==> config.mk <==
export PLATFORM = sky130hd
export DESIGN_NAME = ordered_list_stack_engine_top
export DESIGN_NICKNAME = d
export VERILOG_FILES = /design/src/design/olse_pkg.sv /design/src/design/ordered_list_stack_engine_top.sv /design/src/design/olse_cell.sv /design/src/design/olse_chain.sv
export VERILOG_INCLUDE_DIRS = /design/src /design/src/design
export SDC_FILE = /design/constraint.sdc
export NUM_CORES = 1
export LEC_CHECK = 0
export ABC_AREA = 1
export BUFFER_PORTS_ARGS = -buffer_cell sky130_fd_sc_hd__buf_2
export CAP_MARGIN = 20
export CORE_MARGIN = 5
export CORE_UTILIZATION = 55
export CTS_BUF_LIST = sky130_fd_sc_hd__clkbuf_4 sky130_fd_sc_hd__clkbuf_8
export DETAILED_ROUTE_END_ITERATION = 12
export PLACE_DENSITY = 0.72
export SETUP_SLACK_MARGIN = 0.15
export SLEW_MARGIN = 20
export SYNTH_ARGS = -nofsm -noshare
export SYNTH_HDL_FRONTEND = slang
export SYNTH_SLANG_ARGS = --single-unit
==> constraint.sdc <==
create_clock -name clk -period 18 [get_ports clk]
set_input_delay 3.6 -clock clk [delete_from_list [all_inputs] [get_ports clk]]
set_output_delay 3.6 -clock clk [all_outputs]
set_load 0.05 [all_outputs]
==> src/design/ordered_list_stack_engine_top_macros.svh <==
// Assertion helpers for the top-level RTL; clk and rst_n are taken from the using module.
`ifndef ORDERED_LIST_STACK_ENGINE_TOP_MACROS_SVH
`define ORDERED_LIST_STACK_ENGINE_TOP_MACROS_SVH

// Same-cycle implication, disabled during reset.
`define OLSE_ASSERT_NOW(label, ante, cons, msg) \
    label: assert property (@(posedge clk) disable iff (!rst_n) (ante) |-> (cons)) \
        else $error(msg);

// Next-cycle implication, disabled during reset.
`define OLSE_ASSERT_NEXT(label, ante, cons, msg) \
    label: assert property (@(posedge clk) disable iff (!rst_n) (ante) |=> (cons)) \
        else $error(msg);

`endif

==> src/design/olse_pkg.sv <==
package olse_pkg;

    // List capacity and derived widths
    localparam int CAPACITY = 16;
    localparam int CNT_W    = $clog2(CAPACITY + 1);
    localparam int VAL_W    = 8;
    localparam int FUNC_W   = 3;
    localparam int STAT_W   = 2;
    localparam int COUNT_W  = 5;

    typedef enum logic [FUNC_W-1:0] {
        OP_INSERT  = 3'd0,
        OP_REMOVE  = 3'd1,
        OP_PUSH    = 3'd2,
        OP_POP     = 3'd3,
        OP_REVERSE = 3'd4
    } func_t;

    typedef enum logic [STAT_W-1:0] {
        ST_OK    = 2'd0,
        ST_FULL  = 2'd1,
        ST_EMPTY = 2'd2
    } status_t;

    // What every cell does this cycle
    typedef enum logic [2:0] {
        CM_HOLD,
        CM_INSERT,
        CM_REMOVE,
        CM_PUSH,
        CM_POP,
        CM_ROT
    } cell_mode_t;

    typedef enum logic {
        FS_IDLE,
        FS_REV
    } fsm_t;

    // Command broadcast to the whole row
    typedef struct packed {
        cell_mode_t              mode;
        logic signed [VAL_W-1:0] value;
        logic [CNT_W-1:0]        count;
        logic [CNT_W-1:0]        k;
    } cell_ctrl_t;

endpackage

==> src/design/ordered_list_stack_engine_top.sv <==
// The result beat appears in the cycle after the input beat is taken, held in an output register.
// Throughput: one item per cycle for insert, remove, push, pop and no-op codes, while the consumer takes each result.
// Reverse of n entries rotates the head back through the cell row, one step a cycle,
// into slots n-1 down to 1, and takes no further input beat until the last step.
// Reset (rst_n low, asynchronous) clears the entry count, sequencer and result valid;
// slot contents are not cleared and are never read before being written.
module ordered_list_stack_engine_top
    import olse_pkg::*;
(
    input  logic        clk,
    input  logic        rst_n,
    // s_axis_tdata: data_in[7:0]
    input  logic [7:0]  s_axis_tdata,
    // s_axis_tuser: func[2:0]
    input  logic [2:0]  s_axis_tuser,
    input  logic        s_axis_tvalid,
    output logic        s_axis_tready,
    // m_axis_tdata: data_out[7:0], count[12:8], zero pad[15:13]
    output logic [15:0] m_axis_tdata,
    // m_axis_tuser: found[0], status[2:1]
    output logic [2:0]  m_axis_tuser,
    output logic        m_axis_tvalid,
    input  logic        m_axis_tready
);

`include "ordered_list_stack_engine_top_macros.svh"

    fsm_t                    state_reg, state_next;
    logic [CNT_W-1:0]        count_reg, count_next;
    logic [CNT_W-1:0]        k_reg, k_next;
    logic                    out_valid_reg, out_valid_next;
    logic signed [VAL_W-1:0] out_data_reg, out_data_next;
    logic                    out_found_reg, out_found_next;
    status_t                 out_status_reg, out_status_next;
    logic [COUNT_W-1:0]      out_count_reg, out_count_next;

    cell_ctrl_t              ctrl;
    logic signed [VAL_W-1:0] head;
    logic                    chain_found;
    logic                    in_fire;
    logic signed [VAL_W-1:0] data_in;
    logic [CNT_W+COUNT_W-1:0] count_ext;

    assign data_in       = s_axis_tdata;
    assign s_axis_tready = (state_reg == FS_IDLE) && (!out_valid_reg || m_axis_tready);
    assign in_fire       = s_axis_tvalid && s_axis_tready;
    assign count_ext     = {{COUNT_W{1'b0}}, count_next};

    olse_chain u_chain (
        .clk   (clk),
        .ctrl  (ctrl),
        .head  (head),
        .found (chain_found)
    );

    // Decode the beat, drive the row and build the result
    always_comb
    begin
        state_next      = state_reg;
        count_next      = count_reg;
        k_next          = k_reg;
        ctrl.mode       = CM_HOLD;
        ctrl.value      = data_in;
        ctrl.count      = count_reg;
        ctrl.k          = k_reg;
        out_data_next   = '0;
        out_found_next  = 1'b0;
        out_status_next = ST_OK;
        case (state_reg)
            FS_IDLE:
            begin
                if (in_fire)
                begin
                    case (func_t'(s_axis_tuser))
                        OP_INSERT:
                        begin
                            if (count_reg >= CNT_W'(CAPACITY))
                                out_status_next = ST_FULL;
                            else
                            begin
                                ctrl.mode  = CM_INSERT;
                                count_next = count_reg + 1'b1;
                            end
                        end
                        OP_REMOVE:
                        begin
                            ctrl.mode      = CM_REMOVE;
                            out_found_next = chain_found;
                            if (chain_found)
                                count_next = count_reg - 1'b1;
                        end
                        OP_PUSH:
                        begin
                            if (count_reg >= CNT_W'(CAPACITY))
                                out_status_next = ST_FULL;
                            else
                            begin
                                ctrl.mode  = CM_PUSH;
                                count_next = count_reg + 1'b1;
                            end
                        end
                        OP_POP:
                        begin
                            if (count_reg == '0)
                                out_status_next = ST_EMPTY;
                            else
                            begin
                                ctrl.mode     = CM_POP;
                                out_data_next = head;
                                count_next    = count_reg - 1'b1;
                            end
                        end
                        OP_REVERSE:
                        begin
                            if (count_reg > CNT_W'(1))
                            begin
                                ctrl.mode  = CM_ROT;
                                ctrl.value = head;
                                ctrl.k     = count_reg - 1'b1;
                                if (count_reg > CNT_W'(2))
                                begin
                                    state_next = FS_REV;
                                    k_next     = count_reg - CNT_W'(2);
                                end
                            end
                        end
                        default:
                        begin
                            ctrl.mode = CM_HOLD;
                        end
                    endcase
                end
            end
            FS_REV:
            begin
                // Move the head to slot k, then shrink k
                ctrl.mode  = CM_ROT;
                ctrl.value = head;
                if (k_reg == CNT_W'(1))
                    state_next = FS_IDLE;
                else
                    k_next = k_reg - 1'b1;
            end
            default:
            begin
                state_next = FS_IDLE;
            end
        endcase
    end

    // Hold the result until the consumer takes it
    always_comb
    begin
        out_valid_next = out_valid_reg;
        out_count_next = count_ext[COUNT_W-1:0];
        if (in_fire)
            out_valid_next = 1'b1;
        else if (m_axis_tready)
            out_valid_next = 1'b0;
    end

    // Control state
    always_ff @(posedge clk or negedge rst_n)
    begin
        if (!rst_n)
        begin
            state_reg     <= FS_IDLE;
            count_reg     <= '0;
            k_reg         <= '0;
            out_valid_reg <= 1'b0;
        end
        else
        begin
            state_reg     <= state_next;
            count_reg     <= count_next;
            k_reg         <= k_next;
            out_valid_reg <= out_valid_next;
        end
    end

    // Result payload
    always_ff @(posedge clk)
    begin
        if (in_fire)
        begin
            out_data_reg   <= out_data_next;
            out_found_reg  <= out_found_next;
            out_status_reg <= out_status_next;
            out_count_reg  <= out_count_next;
        end
    end

    assign m_axis_tvalid = out_valid_reg;
    assign m_axis_tdata  = {3'b000, out_count_reg, out_data_reg};
    assign m_axis_tuser  = {out_status_reg, out_found_reg};

    `OLSE_ASSERT_NOW(a_count_bound, 1'b1, count_reg <= CNT_W'(CAPACITY), "count over capacity")
    `OLSE_ASSERT_NOW(a_rev_stall, state_reg == FS_REV, !s_axis_tready, "input taken mid-reverse")
    `OLSE_ASSERT_NEXT(a_rev_count, state_reg == FS_REV, $stable(count_reg), "reverse moved count")
    `OLSE_ASSERT_NEXT(a_pop_empty,
        in_fire && (s_axis_tuser == OP_POP) && (count_reg == '0),
        out_status_reg == ST_EMPTY, "pop on empty list not flagged")

endmodule

==> src/design/olse_cell.sv <==
module olse_cell
    import olse_pkg::*;
(
    input  logic                    clk,
    input  cell_ctrl_t              ctrl,
    input  logic [CNT_W-1:0]        idx,
    input  logic signed [VAL_W-1:0] left_val,
    input  logic signed [VAL_W-1:0] right_val,
    input  logic                    at_in,
    output logic                    at_out,
    output logic signed [VAL_W-1:0] val
);

    logic signed [VAL_W-1:0] val_reg;
    logic signed [VAL_W-1:0] val_next;
    logic                    valid;
    logic                    flag;

    assign valid = (idx < ctrl.count);
    assign val   = val_reg;

    // Pick keep, load, take-left or take-right for this slot
    always_comb
    begin
        flag     = 1'b0;
        at_out   = at_in;
        val_next = val_reg;
        case (ctrl.mode)
            CM_INSERT:
            begin
                if (idx == '0)
                    flag = !valid || (val_reg > ctrl.value);
                else
                    flag = !valid || (val_reg >= ctrl.value);
                at_out = at_in || flag;
                if (at_in)
                    val_next = left_val;
                else if (flag)
                    val_next = ctrl.value;
            end
            CM_PUSH:
            begin
                at_out = 1'b1;
                if (at_in)
                    val_next = left_val;
                else
                    val_next = ctrl.value;
            end
            CM_REMOVE:
            begin
                flag   = valid && (val_reg == ctrl.value);
                at_out = at_in || flag;
                if (at_out)
                    val_next = right_val;
            end
            CM_POP:
            begin
                val_next = right_val;
            end
            CM_ROT:
            begin
                if (idx < ctrl.k)
                    val_next = right_val;
                else if (idx == ctrl.k)
                    val_next = ctrl.value;
            end
            default:
            begin
                val_next = val_reg;
            end
        endcase
    end

    // Slot storage
    always_ff @(posedge clk)
    begin
        val_reg <= val_next;
    end

endmodule

==> src/design/olse_chain.sv <==
module olse_chain
    import olse_pkg::*;
(
    input  logic                    clk,
    input  cell_ctrl_t              ctrl,
    output logic signed [VAL_W-1:0] head,
    output logic                    found
);

    logic signed [VAL_W-1:0] vals [CAPACITY];
    logic                    at   [CAPACITY+1];

    assign at[0] = 1'b0;
    assign head  = vals[0];
    assign found = at[CAPACITY];

    // Wire each cell to its neighbors; the ends see zero and themselves
    for (genvar i = 0; i < CAPACITY; i++)
    begin : g_cell
        logic signed [VAL_W-1:0] left_v;
        logic signed [VAL_W-1:0] right_v;

        if (i == 0)
        begin : g_first
            assign left_v = '0;
        end
        else
        begin : g_mid_l
            assign left_v = vals[i-1];
        end

        if (i == CAPACITY - 1)
        begin : g_last
            assign right_v = vals[i];
        end
        else
        begin : g_mid_r
            assign right_v = vals[i+1];
        end

        olse_cell u_cell (
            .clk       (clk),
            .ctrl      (ctrl),
            .idx       (CNT_W'(i)),
            .left_val  (left_v),
            .right_val (right_v),
            .at_in     (at[i]),
            .at_out    (at[i+1]),
            .val       (vals[i])
        );
    end

endmodule

==> results_dict.tcl, run 1 <==
set metrics [dict create \
    status "complete, no violations" \
    setup_viol 0 \
    regToRegStartpoint "count_reg[2]" \
    placed_cell_areas_um2 13810 \
    fmaxAchievable_mhz 87.78 \
    nets 1863 \
    slew-limit-headroom_pct 24.87 \
    critical_path_start_end_classification "input port to register" \
    die_area_um2 27440 \
    ys_top_cells_by_area "edfxtp_1 32%, ha_1 13%, nand2_1 8.7%" \
    clk_latency_ps 490 \
    max-clock-path-buffers 2 \
    n_antenna_cell 0 \
    cp_num_buf_inv 7 \
    cap_violations 0 \
    finalClockSkew_ps 20.71 \
    finish.instance_area_um2 14210 \
    clk_pin_slew_ps 100 \
    placement.io_buffers 32 \
    avgViaCountPerCell 6.541 \
    synth_common_cells "308 x nand2_1, 189 x o21ai_0, 180 x inv_1" \
    dr_total_vias 13380 \
    worst_pin_slew_ps 1118 \
    hold_start "m_axis_tvalid" \
    maximum_number_of_pins_on_one_net_before_global_route_repair 59 \
    start_util_pct 55.29 \
    layout-drive-gt1-share_pct 8.367 \
    cts.repair_timing.setup_buffer_count 0 \
    setup_total_negative_slack_ps 0 \
    routed_wl_um 43810 \
    cts_tree "yes" \
    floorplan.die.width_um 165.7 \
    cpLargestDelayFamily "simple AND/OR/NAND/NOR gates" \
    library_cell_used_as_clock_root_buffer "clkbuf_8" \
    worstHoldEndpoint "m_axis_tvalid" \
    drtIter0Drc 1987 \
    place_congestion 0.9049 \
    finalMaxSlewViolations 0 \
    worst_setup_path_start_kind "input port" \
    wire_length_of_the_first_global_routing_pass_um 67880 \
    worst_hold_path.num_cells 2 \
    worst-path-max-fanout 34 \
    regToRegSetupSlack_ps 8700 \
    cts.sinks 156 \
    worst_hold_slack_ps 562.8 \
    worst_setup_path_end_kind "register" \
    synth.cell_area_um2 13330 \
    synth_async_sr_flop_share_pct 7.692 \
    postRouteAntennaNets 0 \
    dp_hpwl_um 30720 \
    synth_sequential_area_ratio_pct 34.70 \
    arrival_time_reported_for_the_critical_path_endpoint_ps 11730 \
    synthCells 1712 \
    slowest_stage "buf_4" \
    grt_setup_unrepaired "false" \
    required_ps 18340 \
    critical_path_s_most_frequent_cell "nand2_1" \
    synth_cell_type_count 51 \
    worst_r2r_path_depth 50 \
    timing.final.crit_share_pct 63.29 \
    top_level_ports 36 \
    hp-class "register to register" \
    coreArea_um2 24110 \
    numCtsBuffers 17 \
    synth_area_leader_cell "edfxtp_1" \
    htree_num_levels 4 \
    synth_enable_flop_cells 144 \
    post-synth-top-count-cell "nand2_1" \
    drt_pre_antenna_iters 6 \
    yosysTopAreaCellShare_pct 32.44 \
    synth-seq-cells 156 \
    grt_pass1_vias 12170 \
    final_period_minus_worst_setup_slack_ps 11390 \
    final_hold_viol_count 0 \
    cts-resized-gates 0 \
    dieHeight_um 165.7 \
    fp-row-count 57 \
    synth_warnings 0 \
    antenna_found_initial 1 \
    ctsHoldBuffers 0 \
    synth_flop_cell "edfxtp_1" \
    route.detailed.wl_per_inst_um 21.42 \
    critical_path.reg2reg.endpoint "out_count_reg[2]" \
    finish.utilization_pct 58.95 \
    flip_flop_count_of_the_largest_register_after_layout 128 \
    layout-area-overhead-vs-synth_pct 6.619 \
    gr-total-overflow 0 \
    global_route.usage.total_pct 30.56 \
    mapped_avg_cell_area_um2 7.785 \
    max_stage_delay_ps 470 \
    drc_errors 0 \
]
-- worst max path at each step --
| stage | start | endpoint | slack [ps] | depth (start not counted) |
|---|---|---|---|---|
| after floorplan | m_axis_tready | u_chain.g_cell[15].u_cell.val[6] | 6960 | 49 |
| after global placement | s_axis_tuser[1] | u_chain.g_cell[13].u_cell.val[0] | 6800 | 47 |
| after detailed placement | s_axis_tuser[0] | out_count_reg[4] | 6410 | 51 |
| after CTS | s_axis_tuser[0] | out_count_reg[0] | 6900 | 51 |
| after global routing | s_axis_tuser[1] | out_count_reg[1] | 5790 | 51 |
| final | s_axis_tuser[1] | out_count_reg[2] | 6610 | 51 |
-- cells in the final DEF, fill, tap and decap left out, types with 9 or more instances in the layout --
master | netlist | final
a211oi_1 | 21 | 21
a21oi_1 | 134 | 134
a31oi_1 | 12 | 12
buf_2 | 4 | 32
buf_4 | 6 | 20
clkbuf_8 | 0 | 17
dfrtp_1 | 12 | 12
edfxtp_1 | 144 | 144
ha_1 | 140 | 140
inv_1 | 180 | 180
inv_2 | 8 | 9
nand2_1 | 308 | 307
nand2_2 | 11 | 12
nand3_1 | 64 | 64
nand4_1 | 38 | 38
nor2_1 | 128 | 127
nor3_1 | 39 | 36
o211ai_1 | 35 | 35
o21ai_0 | 189 | 188
o21ai_1 | 35 | 29
o221ai_1 | 54 | 54
o22ai_1 | 17 | 17
-- area by class of cell --
class | count | area, um2
fill | 2256 | 9896
sequential | 156 | 4624
multi-input combinational | 1287 | 7745
inverter | 194 | 730.7
clock inverter | 12 | 137.6
tap | 324 | 405.4
clock buffer | 20 | 256.5
timing repair buffer | 52 | 310.3
-- layer usage --
layer,GRT usage [%],share of wire [%],up-vias
met5,0,0,-
met2,48.37,45,782
met3,5.648,10,132
met4,9.864,3.5,0
met1,42.68,41,6324
li1,-,-,6139
-- cells by family (layout without fill, tap and decap cells) --
group / after synthesis / count (layout) / synth area share [%]
buffers and inverters: 271 / 278 / 7.914
multiplexers: 3 / 3 / 0.2535
AO/OA/AOI/OAI: 522 / 522 / 23.16
flip-flops: 156 / 156 / 34.70
XOR/XNOR: 5 / 5 / 0.3286
other: 1 / 3 / 0.02814
AND/OR/NAND/NOR: 614 / 614 / 20.48
adder cells (fa/ha/maj): 140 / 140 / 13.14
-- stage by stage --
step | instances | setup WS, ps
4_1_cts | 2045 | 6902
2_1_floorplan | 1714 | 6964
3_3_place_gp | 2013 | 6799
5_1_grt | 2045 | 5789
6_report | 2045 | 6608
3_5_place_dp | 2013 | 6410
-- worst min-delay path, delay by kind of cell, from the launching register on --
family | cells | cell delay, ps
buffers and inverters | 1 | 70
AOI/OAI and AO/OA | 1 | 70
DFF | 1 | 390
Power of run 1 is left out: the tool's default activity adds up to more than one toggle a clock period on the data nets, which glitch-free logic cannot reach.
==> inputs of run 2 (changes only) <==
Settings changed: ABC_AREA 1 to 0, PLACE_DENSITY 0.72 to 0.74.
Clock period 18 ns to 9.85 ns, I/O delays scaled along.
==> results_dict.tcl, run 2 <==
set metrics [dict create \
    final-instance-count-excl-fill 1780 \
    worst_r2r_path_depth 23 \
    synth_cell_type_count 73 \
    cts.sinks 156 \
    setup_viol 0 \
    gr-total-overflow 0 \
    layout-area-overhead-vs-synth_pct 8.711 \
    synth_sequential_area_ratio_pct 36.21 \
    hold_start "m_axis_tvalid" \
    ctsHoldBuffers 0 \
    synth_flop_cell "edfxtp_1" \
    maximum_number_of_pins_on_one_net_before_global_route_repair 55 \
    worst_setup_path_start_kind "input port" \
    clk_pin_slew_ps 100 \
    synth_common_cells "156 x nand2_1, 144 x edfxtp_1, 144 x o21ai_0" \
    slowest_stage "a211oi_2" \
    multi_input_comb_area_um2 7739 \
    worst_setup_path_end_kind "register" \
    global_route.usage.total_pct 34.22 \
    finalMaxSlewViolations 0 \
    grt_setup_unrepaired "false" \
    placement.io_buffers 32 \
    mapped_avg_cell_area_um2 9.044 \
    flip_flop_count_of_the_largest_register_after_layout 128 \
    layout_common_cells "156 x nand2_1, 144 x o21ai_0, 144 x edfxtp_1, 140 x ha_1, 104 x nor2_1" \
    final_period_minus_worst_setup_slack_ps 8250 \
    setup_total_negative_slack_ps 0 \
    number_of_fillers_in_the_final_layout 1946 \
    antenna_found_initial 0 \
    synth-seq-cells 156 \
    placed_insts 1748 \
    critical_path.reg2reg.endpoint "u_chain.g_cell[6].u_cell.val[0]" \
    coreArea_um2 22780 \
    cap_violations 0 \
    cp_num_buf_inv 6 \
    n_antenna_cell 0 \
    drtIter0Drc 2041 \
    drc_errors 0 \
    wire_length_of_the_first_global_routing_pass_um 69520 \
    required_ps 10080 \
    route.detailed.wl_per_inst_um 25.62 \
    dp_hpwl_um 33150 \
    synth_warnings 0 \
    cts_tree "yes" \
    postRouteAntennaNets 0 \
    library_cell_used_as_clock_root_buffer "clkbuf_8" \
    floorplan.die.width_um 162.4 \
    fp-row-count 55 \
    worst_pin_slew_ps 1131 \
    finalClockSkew_ps 17.63 \
    synth_async_sr_flop_share_pct 7.692 \
    cts-resized-gates 0 \
    layout-drive-gt1-share_pct 9.543 \
    regToRegSetupSlack_ps 1790 \
    synth_enable_flop_cells 144 \
    synthCells 1412 \
    arrival_time_reported_for_the_critical_path_endpoint_ps 8480 \
    top_level_ports 36 \
    synth_area_leader_cell "edfxtp_1" \
    cpLargestDelayFamily "simple AND/OR/NAND/NOR gates" \
    final_common_cell "nand2_1" \
    regToRegStartpoint "count_reg[2]" \
    timing.final.crit_share_pct 83.76 \
    die_area_um2 26370 \
    nets 1609 \
    yosysTopAreaCellShare_pct 33.86 \
    dieHeight_um 162.4 \
    drt_pre_antenna_iters 8 \
    ys_top_cells_by_area "edfxtp_1 34%, ha_1 14%, o21ai_0 5.6%" \
    seqCellArea_um2 4624 \
    status "complete, no violations" \
    htree_num_levels 4 \
    critical_path_start_end_classification "input port to register" \
    max_stage_delay_ps 960 \
    slew-limit-headroom_pct 24.43 \
    cts.repair_timing.setup_buffer_count 0 \
    start_util_pct 56.06 \
    dr_total_vias 12440 \
    grt_pass1_vias 11700 \
    max-clock-path-buffers 2 \
    place_congestion 1.039 \
    path_depth 23 \
    worst-path-max-fanout 17 \
    clk_latency_ps 480 \
    avgViaCountPerCell 6.989 \
    path_cells "buf_2 -> nand2b_1 -> nand3_1 -> inv_1 -> nand4_1 -> buf_4 -> and2_0 -> buf_4 -> nand2_1 -> nand2_1 -> clkinv_1 -> ha_1 -> nor2b_1 -> o31ai_1 -> a21oi_1 -> nor4_1 -> nand2_1 -> o31ai_1 -> and2_1 -> a21oi_1 -> a211oi_2 -> a311oi_1 -> buf_4" \
    hp-class "register to register" \
    final_hold_viol_count 0 \
    worst_hold_path.num_cells 2 \
    fmaxAchievable_mhz 121.2 \
    worstHoldEndpoint "m_axis_tvalid" \
    numCtsBuffers 17 \
    post-synth-top-count-cell "nand2_1" \
    routed_wl_um 45600 \
    synth.cell_area_um2 12770 \
]
==> run 2: cell types whose count changed after synthesis, moves of 15 or more <==
cell	change
mux2i_1	+46
o221ai_1	-37
nor2b_1	+26
a22oi_1	+73
inv_1	-137
nand3_1	-40
o21ai_1	-24
o21ai_0	-45
a21oi_1	-50
nand2_1	-152
o21a_1	+15
and2_1	+22
nand2b_1	+15
nor2_1	-24
==> run 2: worst max path at each step <==
stage,start,to
5_1_grt,m_axis_tready,u_chain.g_cell[6].u_cell.val[0]
2_1_floorplan,m_axis_tready,u_chain.g_cell[15].u_cell.val[6]
3_3_place_gp,m_axis_tready,u_chain.g_cell[15].u_cell.val[4]
6_report,m_axis_tready,u_chain.g_cell[6].u_cell.val[0]
3_5_place_dp,m_axis_tready,u_chain.g_cell[15].u_cell.val[5]
4_1_cts,m_axis_tready,u_chain.g_cell[6].u_cell.val[0]
==> run 2: metrics by stage <==
| step | hold WS, ps | utilization (%) | worst slack [ps] | cell area (um2) |
|---|---|---|---|---|
| 5_1_grt | 629.9 | 60.94 | 1245 | 13880 |
| 3_5_place_dp | 565.7 | 59.34 | 1436 | 13520 |
| 4_1_cts | 593.4 | 60.94 | 1903 | 13880 |
| 3_3_place_gp | 543.1 | 59.27 | 1557 | 13500 |
| 6_report | 581.6 | 60.94 | 1600 | 13880 |
| 2_1_floorplan | 540.4 | - | 1705 | 12780 |
==> run 2: tightest hold or removal path, cell delays in order (launching register included) <==
cell      delay, ps
dfrtp_1         380
nand2b_1        100
nand2_1          70
==> run 2: routing by layer <==
metal / GRT usage [%] / wire [um] / share of wire [%] / vias up
met4: 15.72 / 2258 / 5.0 / 0
met3: 8.454 / 5599 / 12 / 183
li1: - / - / - / 5495
met2: 51.80 / 19770 / 43 / 898
met1: 46.40 / 17970 / 39 / 5864
met5: 0 / 0 / 0 / -
==> run 2: layout make-up <==
class,instances,share of cell area (%)
multi-input combinational,1144,55.75
sequential,156,33.31
clock inverter,15,0.9464
clock buffer,17,1.685
tap,313,2.821
timing repair buffer,86,4.164
inverter,49,1.325
==> run 2: cells by family after synthesis <==
kind of cell / synth area share, %
adders and majority gates: 13.72
and+or+nand+nor: 17.23
buffers and inverters: 3.478
DFF: 36.21
xor gates and xnor gates: 0.5487
other: 0.02937
muxes: 4.311
AOI/OAI and AO/OA: 24.48
Power of run 2 is left out for the same reason.
